**src/hw/rtl/odd_even_merge_sorter_assert.svh**
```systemverilog
// Assertion macros for the odd-even merge sorter RTL, used by its top level.
// Each macro expects signals named clk and rst in the scope where it is used.
`ifndef ODD_EVEN_MERGE_SORTER_ASSERT_SVH
`define ODD_EVEN_MERGE_SORTER_ASSERT_SVH

// A condition that must hold at every clock edge outside reset.
`define OEMS_ASSERT_ALWAYS(label, expr, msg) \
  label: assert property (@(posedge clk) disable iff (rst) (expr)) else $error(msg);

// A condition that, once true, requires another one in the next cycle.
`define OEMS_ASSERT_NEXT(label, ante, cons, msg) \
  label: assert property (@(posedge clk) disable iff (rst) (ante) |=> (cons)) \
    else $error(msg);

`endif

```
**src/hw/rtl/oems_pkg.sv**
```systemverilog
// Package for the odd-even merge sorter: constants, controller states and
// the command and status structs between controller and datapath. No dependencies.
package oems_pkg;

  localparam int N_MAX_DEF = 64;
  localparam int VALUE_W   = 32;

  typedef enum logic [3:0] {
    S_COLLECT,
    S_PLOOP,
    S_KLOOP,
    S_JLOOP,
    S_ILOOP,
    S_CMP,
    S_WRHI,
    S_OREAD,
    S_OSHOW
  } state_t;

  typedef struct packed {
    logic store;   // write the incoming value at the fill position
    logic rd_en;   // load both read registers from the two addresses
    logic wr_lo;   // write the high read register to the low address
    logic wr_hi;   // write the low read register to the high address
    logic clear;   // empty the store for the next set
  } cmd_t;

  typedef struct packed {
    logic swap;     // the pair just read is out of order
    logic dropped;  // a value of the open set was dropped
  } status_t;

endpackage

```
**src/hw/rtl/oems_in_if.sv**
```systemverilog
// Input channel of the odd-even merge sorter: one value per transaction.
// Depends on oems_pkg for the value width.
interface oems_in_if;
  import oems_pkg::*;

  logic                      valid;
  logic                      ready;
  logic signed [VALUE_W-1:0] value;
  logic                      last;

  modport source (output valid, output value, output last, input ready);
  modport sink   (input valid, input value, input last, output ready);
endinterface

```
**src/hw/rtl/oems_out_if.sv**
```systemverilog
// Output channel of the odd-even merge sorter: one sorted value per transaction.
// Depends on oems_pkg for the value width.
interface oems_out_if;
  import oems_pkg::*;

  logic                      valid;
  logic                      ready;
  logic signed [VALUE_W-1:0] sorted_value;
  logic                      final_res;
  logic                      overflow;

  modport source (output valid, output sorted_value, output final_res, output overflow,
                  input ready);
  modport sink   (input valid, input sorted_value, input final_res, input overflow,
                  output ready);
endinterface

```
**src/hw/rtl/oems_datapath.sv**
```systemverilog
// Datapath of the odd-even merge sorter: element memory, fill count,
// drop flag and the compare unit. Depends on oems_pkg.
module oems_datapath #(
  parameter int N_MAX = oems_pkg::N_MAX_DEF,
  localparam int AW   = $clog2(N_MAX),
  localparam int NW   = $clog2(N_MAX + 1)
) (
  input  logic                               clk,
  input  logic                               rst,
  input  oems_pkg::cmd_t                     cmd,
  output oems_pkg::status_t                  status,
  input  logic signed [oems_pkg::VALUE_W-1:0] in_value,
  input  logic [AW-1:0]                      addr_lo,
  input  logic [AW-1:0]                      addr_hi,
  output logic [NW-1:0]                      count,
  output logic signed [oems_pkg::VALUE_W-1:0] rd_value
);
  import oems_pkg::*;

  logic signed [VALUE_W-1:0] mem [N_MAX];
  logic signed [VALUE_W-1:0] rd_a;
  logic signed [VALUE_W-1:0] rd_b;
  logic                      dropped;
  logic                      full;
  logic                      we;
  logic [AW-1:0]             waddr;
  logic signed [VALUE_W-1:0] wdata;

  assign full = (count == NW'(N_MAX));

  always_comb begin
    we    = 1'b0;
    waddr = addr_lo;
    wdata = rd_b;
    if (cmd.store) begin
      we    = !full;
      waddr = count[AW-1:0];
      wdata = in_value;
    end else if (cmd.wr_lo) begin
      we    = 1'b1;
      waddr = addr_lo;
      wdata = rd_b;
    end else if (cmd.wr_hi) begin
      we    = 1'b1;
      waddr = addr_hi;
      wdata = rd_a;
    end
  end

  always_ff @(posedge clk) begin
    if (we) begin
      mem[waddr] <= wdata;
    end
    if (cmd.rd_en) begin
      rd_a <= mem[addr_lo];
      rd_b <= mem[addr_hi];
    end
  end

  always_ff @(posedge clk) begin
    if (rst || cmd.clear) begin
      count   <= '0;
      dropped <= 1'b0;
    end else if (cmd.store) begin
      if (full) begin
        dropped <= 1'b1;
      end else begin
        count <= count + NW'(1);
      end
    end
  end

  assign status.swap    = (rd_a > rd_b);
  assign status.dropped = dropped;
  assign rd_value       = rd_a;

endmodule

```
**src/hw/rtl/oems_controller.sv**
```systemverilog
// Controller of the odd-even merge sorter: walks the Batcher network loops
// and sequences collection, compare-exchange and output. Depends on oems_pkg.
module oems_controller #(
  parameter int N_MAX = oems_pkg::N_MAX_DEF,
  localparam int AW   = $clog2(N_MAX),
  localparam int NW   = $clog2(N_MAX + 1),
  localparam int CW   = $clog2(N_MAX) + 2
) (
  input  logic              clk,
  input  logic              rst,
  input  logic              item_valid,
  input  logic              item_last,
  output logic              item_ready,
  input  logic              result_ready,
  output logic              result_valid,
  output logic              final_res,
  input  logic [NW-1:0]     count,
  input  oems_pkg::status_t status,
  output oems_pkg::cmd_t    cmd,
  output logic [AW-1:0]     addr_lo,
  output logic [AW-1:0]     addr_hi
);
  import oems_pkg::*;

  state_t        state, state_next;
  logic [CW-1:0] p, p_next;
  logic [CW-1:0] k, k_next;
  logic [CW-1:0] j, j_next;
  logic [CW-1:0] i, i_next;
  logic [NW-1:0] oidx, oidx_next;

  logic [CW-1:0] n;
  logic [CW-1:0] ji;
  logic [CW-1:0] jik;
  logic [CW-1:0] blk_mask;
  logic          same_blk;
  logic          is_final;

  assign n        = CW'(count);
  assign ji       = j + i;
  assign jik      = ji + k;
  assign blk_mask = (p + p) - CW'(1);
  // Both indices fall in the same block of size 2p.
  assign same_blk = (((ji ^ jik) & ~blk_mask) == '0);
  assign is_final = ((oidx + NW'(1)) == count);

  always_ff @(posedge clk) begin
    if (rst) begin
      state <= S_COLLECT;
      p     <= '0;
      k     <= '0;
      j     <= '0;
      i     <= '0;
      oidx  <= '0;
    end else begin
      state <= state_next;
      p     <= p_next;
      k     <= k_next;
      j     <= j_next;
      i     <= i_next;
      oidx  <= oidx_next;
    end
  end

  always_comb begin
    state_next   = state;
    p_next       = p;
    k_next       = k;
    j_next       = j;
    i_next       = i;
    oidx_next    = oidx;
    cmd          = '0;
    item_ready   = 1'b0;
    result_valid = 1'b0;
    unique case (state)
      S_COLLECT: begin
        item_ready = 1'b1;
        if (item_valid) begin
          cmd.store = 1'b1;
          if (item_last) begin
            p_next     = CW'(1);
            state_next = S_PLOOP;
          end
        end
      end
      S_PLOOP: begin
        if (p < n) begin
          k_next     = p;
          state_next = S_KLOOP;
        end else begin
          oidx_next  = '0;
          state_next = S_OREAD;
        end
      end
      S_KLOOP: begin
        if (k == '0) begin
          p_next     = p + p;
          state_next = S_PLOOP;
        end else begin
          j_next     = k & (p - CW'(1));
          state_next = S_JLOOP;
        end
      end
      S_JLOOP: begin
        if ((j + k) < n) begin
          i_next     = '0;
          state_next = S_ILOOP;
        end else begin
          k_next     = k >> 1;
          state_next = S_KLOOP;
        end
      end
      S_ILOOP: begin
        if ((i < k) && (jik < n)) begin
          if (same_blk) begin
            cmd.rd_en  = 1'b1;
            state_next = S_CMP;
          end else begin
            i_next = i + CW'(1);
          end
        end else begin
          j_next     = j + k + k;
          state_next = S_JLOOP;
        end
      end
      S_CMP: begin
        if (status.swap) begin
          cmd.wr_lo  = 1'b1;
          state_next = S_WRHI;
        end else begin
          i_next     = i + CW'(1);
          state_next = S_ILOOP;
        end
      end
      S_WRHI: begin
        cmd.wr_hi  = 1'b1;
        i_next     = i + CW'(1);
        state_next = S_ILOOP;
      end
      S_OREAD: begin
        cmd.rd_en  = 1'b1;
        state_next = S_OSHOW;
      end
      S_OSHOW: begin
        result_valid = 1'b1;
        if (result_ready) begin
          if (is_final) begin
            cmd.clear  = 1'b1;
            oidx_next  = '0;
            state_next = S_COLLECT;
          end else begin
            oidx_next  = oidx + NW'(1);
            state_next = S_OREAD;
          end
        end
      end
      default: begin
        state_next = S_COLLECT;
      end
    endcase
  end

  always_comb begin
    if ((state == S_OREAD) || (state == S_OSHOW)) begin
      addr_lo = oidx[AW-1:0];
    end else begin
      addr_lo = ji[AW-1:0];
    end
    addr_hi = jik[AW-1:0];
  end

  assign final_res = is_final;

endmodule

```
**src/hw/rtl/odd_even_merge_sorter.sv**
```systemverilog
// Odd-even merge sorter: collects a set, sorts it ascending, emits it in order.
// Collection accepts one value per cycle. Each network compare reads the pair
// (S_ILOOP), compares it (S_CMP) and, when it is swapped, writes the low entry
// and then the high one (S_WRHI). Each result is read (S_OREAD), then shown.
// Reset (rst, synchronous) empties the set; memory contents are not cleared.
`include "odd_even_merge_sorter_assert.svh"

// Top level of the odd-even merge sorter. Uses oems_pkg, the two channel
// interfaces, oems_controller and oems_datapath.
module odd_even_merge_sorter #(
  parameter int N_MAX = oems_pkg::N_MAX_DEF
) (
  input logic        clk,
  input logic        rst,
  oems_in_if.sink    item,
  oems_out_if.source result
);
  import oems_pkg::*;

  localparam int AW = $clog2(N_MAX);
  localparam int NW = $clog2(N_MAX + 1);

  // The controller runs the loops of the Batcher network over one comparator;
  // the datapath keeps the values in a single memory with two read ports and
  // one write port, so a swap writes its two entries in consecutive cycles.
  cmd_t                      cmd;
  status_t                   status;
  logic [AW-1:0]             addr_lo;
  logic [AW-1:0]             addr_hi;
  logic [NW-1:0]             count;
  logic signed [VALUE_W-1:0] rd_value;

  oems_controller #(
    .N_MAX(N_MAX)
  ) u_ctrl (
    .clk          (clk),
    .rst          (rst),
    .item_valid   (item.valid),
    .item_last    (item.last),
    .item_ready   (item.ready),
    .result_ready (result.ready),
    .result_valid (result.valid),
    .final_res    (result.final_res),
    .count        (count),
    .status       (status),
    .cmd          (cmd),
    .addr_lo      (addr_lo),
    .addr_hi      (addr_hi)
  );

  oems_datapath #(
    .N_MAX(N_MAX)
  ) u_dp (
    .clk      (clk),
    .rst      (rst),
    .cmd      (cmd),
    .status   (status),
    .in_value (item.value),
    .addr_lo  (addr_lo),
    .addr_hi  (addr_hi),
    .count    (count),
    .rd_value (rd_value)
  );

  // The result payload holds steady while a transaction waits: the read
  // register and the drop flag only change once the result is taken.
  assign result.sorted_value = rd_value;
  assign result.overflow     = status.dropped;

  // Input and output phases never overlap.
  `OEMS_ASSERT_ALWAYS(a_phase_excl, !(item.ready && result.valid), "input and output overlap")
  // The memory sees at most one write per cycle.
  `OEMS_ASSERT_ALWAYS(a_one_write, $onehot0({cmd.store, cmd.wr_lo, cmd.wr_hi}), "two writes")
  // After the final result is taken the block is ready for a new set.
  `OEMS_ASSERT_NEXT(a_reopen, result.valid && result.ready && result.final_res, item.ready && (count == '0), "set not reopened")

endmodule

```
**src/flat_wrapper.sv**
```systemverilog
// flat-port wrapper written by rule: the top's interface ports become plain ports
module odd_even_merge_sorter_flat import oems_pkg::*;
#(
  parameter int N_MAX = oems_pkg::N_MAX_DEF
)
  (clk, rst, item_valid, item_value, item_last, item_ready, result_valid, result_sorted_value, result_final_res, result_overflow, result_ready);
  oems_in_if item_i ();
  oems_out_if result_i ();
  input logic clk;
  input logic rst;
  input wire logic [$bits(item_i.valid)-1:0] item_valid;
  input wire logic [$bits(item_i.value)-1:0] item_value;
  input wire logic [$bits(item_i.last)-1:0] item_last;
  output wire logic [$bits(item_i.ready)-1:0] item_ready;
  output wire logic [$bits(result_i.valid)-1:0] result_valid;
  output wire logic [$bits(result_i.sorted_value)-1:0] result_sorted_value;
  output wire logic [$bits(result_i.final_res)-1:0] result_final_res;
  output wire logic [$bits(result_i.overflow)-1:0] result_overflow;
  input wire logic [$bits(result_i.ready)-1:0] result_ready;
  assign item_i.valid = item_valid;
  assign item_i.value = item_value;
  assign item_i.last = item_last;
  assign item_ready = item_i.ready;
  assign result_valid = result_i.valid;
  assign result_sorted_value = result_i.sorted_value;
  assign result_final_res = result_i.final_res;
  assign result_overflow = result_i.overflow;
  assign result_i.ready = result_ready;
  odd_even_merge_sorter #(.N_MAX(N_MAX)) u_core (.clk(clk), .rst(rst), .item(item_i), .result(result_i));
endmodule
```
**config.mk**
```make
export PLATFORM = sky130hd
export DESIGN_NAME = odd_even_merge_sorter_flat
export DESIGN_NICKNAME = d
export VERILOG_FILES = /design/src/hw/rtl/oems_pkg.sv /design/src/hw/rtl/oems_in_if.sv /design/src/hw/rtl/oems_out_if.sv /design/src/hw/rtl/oems_datapath.sv /design/src/hw/rtl/oems_controller.sv /design/src/hw/rtl/odd_even_merge_sorter.sv /design/src/flat_wrapper.sv
export VERILOG_INCLUDE_DIRS = /design/src /design/src/hw/rtl
export SDC_FILE = /design/constraint.sdc
export NUM_CORES = 2
export LEC_CHECK = 0
export BUFFER_PORTS_ARGS = -buffer_cell sky130_fd_sc_hd__buf_2
export CAP_MARGIN = 20
export CORE_ASPECT_RATIO = 1.25
export CORE_MARGIN = 2
export CORE_UTILIZATION = 40
export CTS_CLUSTER_SIZE = 8
export DETAILED_ROUTE_END_ITERATION = 6
export SYNTH_ARGS = -nofsm -noshare
export SYNTH_HDL_FRONTEND = slang
export SYNTH_HIERARCHICAL = 1
export SYNTH_SLANG_ARGS = --single-unit
```
**constraint.sdc**
```tcl
create_clock -name clk -period 13.15 [get_ports clk]
set_input_delay 2.63 -clock clk [delete_from_list [all_inputs] [get_ports clk]]
set_output_delay 2.63 -clock clk [all_outputs]
set_load 0.05 [all_outputs]
```
==> results.json <==
{
  "status": "complete, but fails checks",
  "failed_checks": "design-rule violations",
  "core-area_mm2": 0.254,
  "cts_buffers": 312,
  "chipHeight_um": 569,
  "synthTopCellsByArea": "edfxtp_1 (62%), mux4_2 (27%), mux2i_1 (1.3%), ha_1 (1.1%), dfxtp_1 (1.0%)",
  "yosys.area.top_type": "edfxtp_1",
  "num_rows": 207,
  "placed_cell_area_mm2": 0.108,
  "synth.most_common_cell": "edfxtp_1",
  "clk_latency_ps": 870,
  "ys_warn_count": 6,
  "hold_viol": 0,
  "power_frac_seq_pct": 37.7,
  "p_int_uw": 14700,
  "setup-violations-final": 0,
  "grt_antenna_before_repair": 11,
  "gp_congestion": 0.974,
  "grt_remaining_overflow": 0,
  "ys_ff_latch": 2163,
  "yosys.area_share.simple_pct": 2.42,
  "layout_setup_ws_ps": 6270,
  "gr-usage-all-layers_pct": 25.3,
  "drc": 1,
  "seqCellArea_mm2": 0.0644,
  "cts_setup_buffers": 0,
  "synth_top_family_by_area": "multiplexers",
  "nets": 5425,
  "top_layer_used": "met5",
  "io_buffers": 72,
  "cts-root-buf": "clkbuf_16",
  "pwr-share-comb_pct": 28.9,
  "synthTopCellsByCount": "edfxtp_1 (2112), mux4_2 (1204), nor2_1 (196)",
  "hold_class": "register to register",
  "min_period_over_period_pct": 52.3,
  "cts_buffer_depth": 4,
  "final_layout_size_suffix_gt1_share_pct": 36.2,
  "power_density_mw_per_mm2": 184,
  "wl_met2_um": 163000,
  "fin_area_mm2": 0.116,
  "htree_levels": 5,
  "synth_edf_count": 2112,
  "rsz0062_at_grt": "false",
  "dpl.hpwl_um": 197000,
  "ir_drop_mv": 0.140,
  "fillCellCount": 21200,
  "netlist-cell-type-count": 81,
  "grt_pass1_vias": 59400,
  "synth.area.mux_share_pct": 27.9,
  "critPathKind": "register to register",
  "worstPathArrival_ps": 7320,
  "route.detailed.wl_per_inst_um": 38.1,
  "synth.top_cell.area_share_pct": 62.0,
  "crit_required_ps": 13590,
  "cts.sinks": 2163,
  "die_w_um": 456,
  "maxSlewHeadroom_pct": 11.4,
  "hold-worst-slack_ps": 482,
  "worst_setup_path_end_kind": "register",
  "startpoint_type": "register",
  "drt-met1-wl_um": 118000,
  "grt_first_pass_wirelength_um": 463000,
  "ctsResizeCount": 0,
  "syn_to_final_growth_pct": 13.4,
  "postCtsHoldBufs": 0,
  "finClkSkew_ps": 75.1,
  "max_freq_mhz": 145,
  "ant_nets": 0,
  "first_pass_iters": 7,
  "cp_max_fo": 64,
  "grt_max_degree": 127,
  "clkPwrFrac_pct": 33.4,
  "synthFlopType": "edfxtp_1",
  "via_count": 57600,
  "synthCells": 5094,
  "synth-compound-area-share_pct": 3.14,
  "fin_tns_setup_ps": 0,
  "yosysSeqAreaShare_pct": 63.0,
  "ys_async_sr_fraction_pct": 0,
  "dieArea_mm2": 0.260,
  "synthAdderAreaFrac_pct": 1.22,
  "p_switching_uw": 6660,
  "synth_xor_area_share_pct": 0.454,
  "p_leak_uw": 0.0347,
  "synth_nets": 5228,
  "multi_input_area_mm2": 0.0369,
  "tightest_slew_ps": 1320,
  "io_pins": 73,
  "power_uw": 21300,
  "syn_area_mm2": 0.102,
  "path_clk_slew_ps": 50,
  "syn_avg_cell_area_um2": 20.1,
  "post-route-min-period_ps": 6880,
  "dr_wl_met3_um": 28500,
  "switching_share_pct": 31.2,
  "routed_via_density": 6.62,
  "dp_slack_ps": 6410,
  "finalMaxSlewViolations": 0,
  "wirelength_um": 331000,
  "start_util_pct": 40.2,
  "maxCapViolCount": 0,
  "dr.first_iter.drc_count": 7112,
  "cts_tree": "done"
}
[through the flow]
step / utilization, % / instances
finish: 45.6 / 8695
global route: 45.6 / 8693
CTS: 45.6 / 8687
detailed placement: 42.3 / 8320
global placement: 42.3 / 8319
floorplan: - / 5094
[flip-flops by register name, indices dropped and copies added, names as in the netlist]
register,flops
u_core/u_dp/mem,2048
u_core/u_ctrl/oidx,7
u_core/u_ctrl/state,4
u_core/u_ctrl/i,8
u_core/u_ctrl/p,8
u_core/u_ctrl/k,8
u_core/u_dp/rd_value,32
u_core/u_ctrl/j,8
u_core/u_dp/dropped,1
u_core/u_dp/rd_b,32
u_core/u_dp/count,7
[logic make-up (layout without fill, tap and decap cells)]
family          Yosys count  count (layout)
flops                  2163            2163
other cells               0               7
buf+inv                 434             684
xor+xnor                 49              49
fa+ha+maj                97              97
compound gates          483             483
simple gates            525             525
mux                    1343            1343
[power by group through the flow]
| stage | Sequential [µW] | Clock, µW | Combinational, µW |
|---|---|---|---|
| 6_report | 8050 | 7120 | 6170 |
| 5_1_grt | 8040 | 7490 | 6360 |
| 4_1_cts | 8040 | 7230 | 6110 |
| 3_5_place_dp | 8170 | 0 | 6090 |
| 3_3_place_gp | 8170 | 0 | 6080 |
| 2_1_floorplan | 8210 | 0 | 3830 |
[layout make-up]
cell class | count | area share (%)
sequential | 2163 | 55.6
multi-input combinational | 2497 | 31.8
clock buffer | 350 | 6.95
tap | 3344 | 3.61
timing repair buffer | 252 | 1.58
clock inverter | 17 | 0.221
inverter | 65 | 0.217
antenna | 7 | 0.0151
[layer usage]
layer,GRT usage [%],vias up
met4,14.0,4
met3,4.67,784
met5,0,-
li1,-,22400
met1,31.3,31200
met2,42.2,3225
[cell usage in the layout (no fill, tap or decap), types with 6 or more instances in the layout]
| cell type | Yosys | final |
|---|---|---|
| or3_1 | 7 | 7 |
| buf_4 | 27 | 169 |
| o21a_1 | 6 | 6 |
| nand2_1 | 116 | 116 |
| nor3_1 | 14 | 14 |
| dfxtp_1 | 51 | 51 |
| or2_2 | 9 | 9 |
| xor2_1 | 21 | 18 |
| a22oi_1 | 90 | 90 |
| inv_1 | 65 | 64 |
| diode_2 | 0 | 7 |
| xnor2_1 | 25 | 24 |
| nand2b_1 | 53 | 53 |
| a211oi_1 | 8 | 8 |
| ha_1 | 93 | 92 |
| o21ai_4 | 0 | 33 |
| a311oi_1 | 8 | 8 |
| nor2_1 | 196 | 130 |
| nand4_1 | 20 | 20 |
| and3_1 | 11 | 11 |
| o211ai_1 | 30 | 30 |
| edfxtp_1 | 2112 | 2112 |
| mux4_2 | 1204 | 1204 |
| nor2b_1 | 22 | 16 |
| nand3b_1 | 7 | 7 |
| a31oi_1 | 22 | 22 |
| and2_1 | 7 | 6 |
| a21oi_1 | 90 | 88 |
| buf_12 | 0 | 9 |
| a21o_1 | 15 | 15 |
| nand3_1 | 44 | 44 |
| clkbuf_1 | 160 | 33 |
| o22ai_1 | 82 | 82 |
| mux2i_1 | 132 | 132 |
| o21ai_0 | 72 | 39 |
| buf_2 | 135 | 72 |
| nor2_4 | 0 | 65 |
| clkbuf_16 | 0 | 317 |
[path summary, 6_finish.rpt]
| path | from | end | slack, ps | cells after the start |
|---|---|---|---|---|
| worst max-delay path | u_core/u_ctrl/i[2] | u_core/u_dp/rd_value[8] | 6270 | 18 |
| worst min-delay path | u_core/u_ctrl/oidx[6] | u_core/u_ctrl/oidx[6] | 480 | 2 |
| worst min register to register | u_core/u_ctrl/oidx[6] | u_core/u_ctrl/oidx[6] | 480 | 2 |
| worst max register to register | u_core/u_ctrl/i[2] | u_core/u_dp/rd_value[8] | 6270 | 18 |
[critical path, cell delays in order, from the launching register on]
cell,delay (ps)
dfxtp_1,470
ha_1,300
a211o_1,230
o21ai_0,140
xnor2_1,490
ha_1,410
a21oi_1,260
nand2_1,160
xor2_4,140
buf_4,550
ha_1,380
a21oi_1,160
a2bb2oi_1,170
o21ai_0,130
a2111oi_1,790
nor2_1,230
or4_1,530
a21oi_4,140
buf_4,680
No activity file was read; power rests on OpenSTA's default activity.
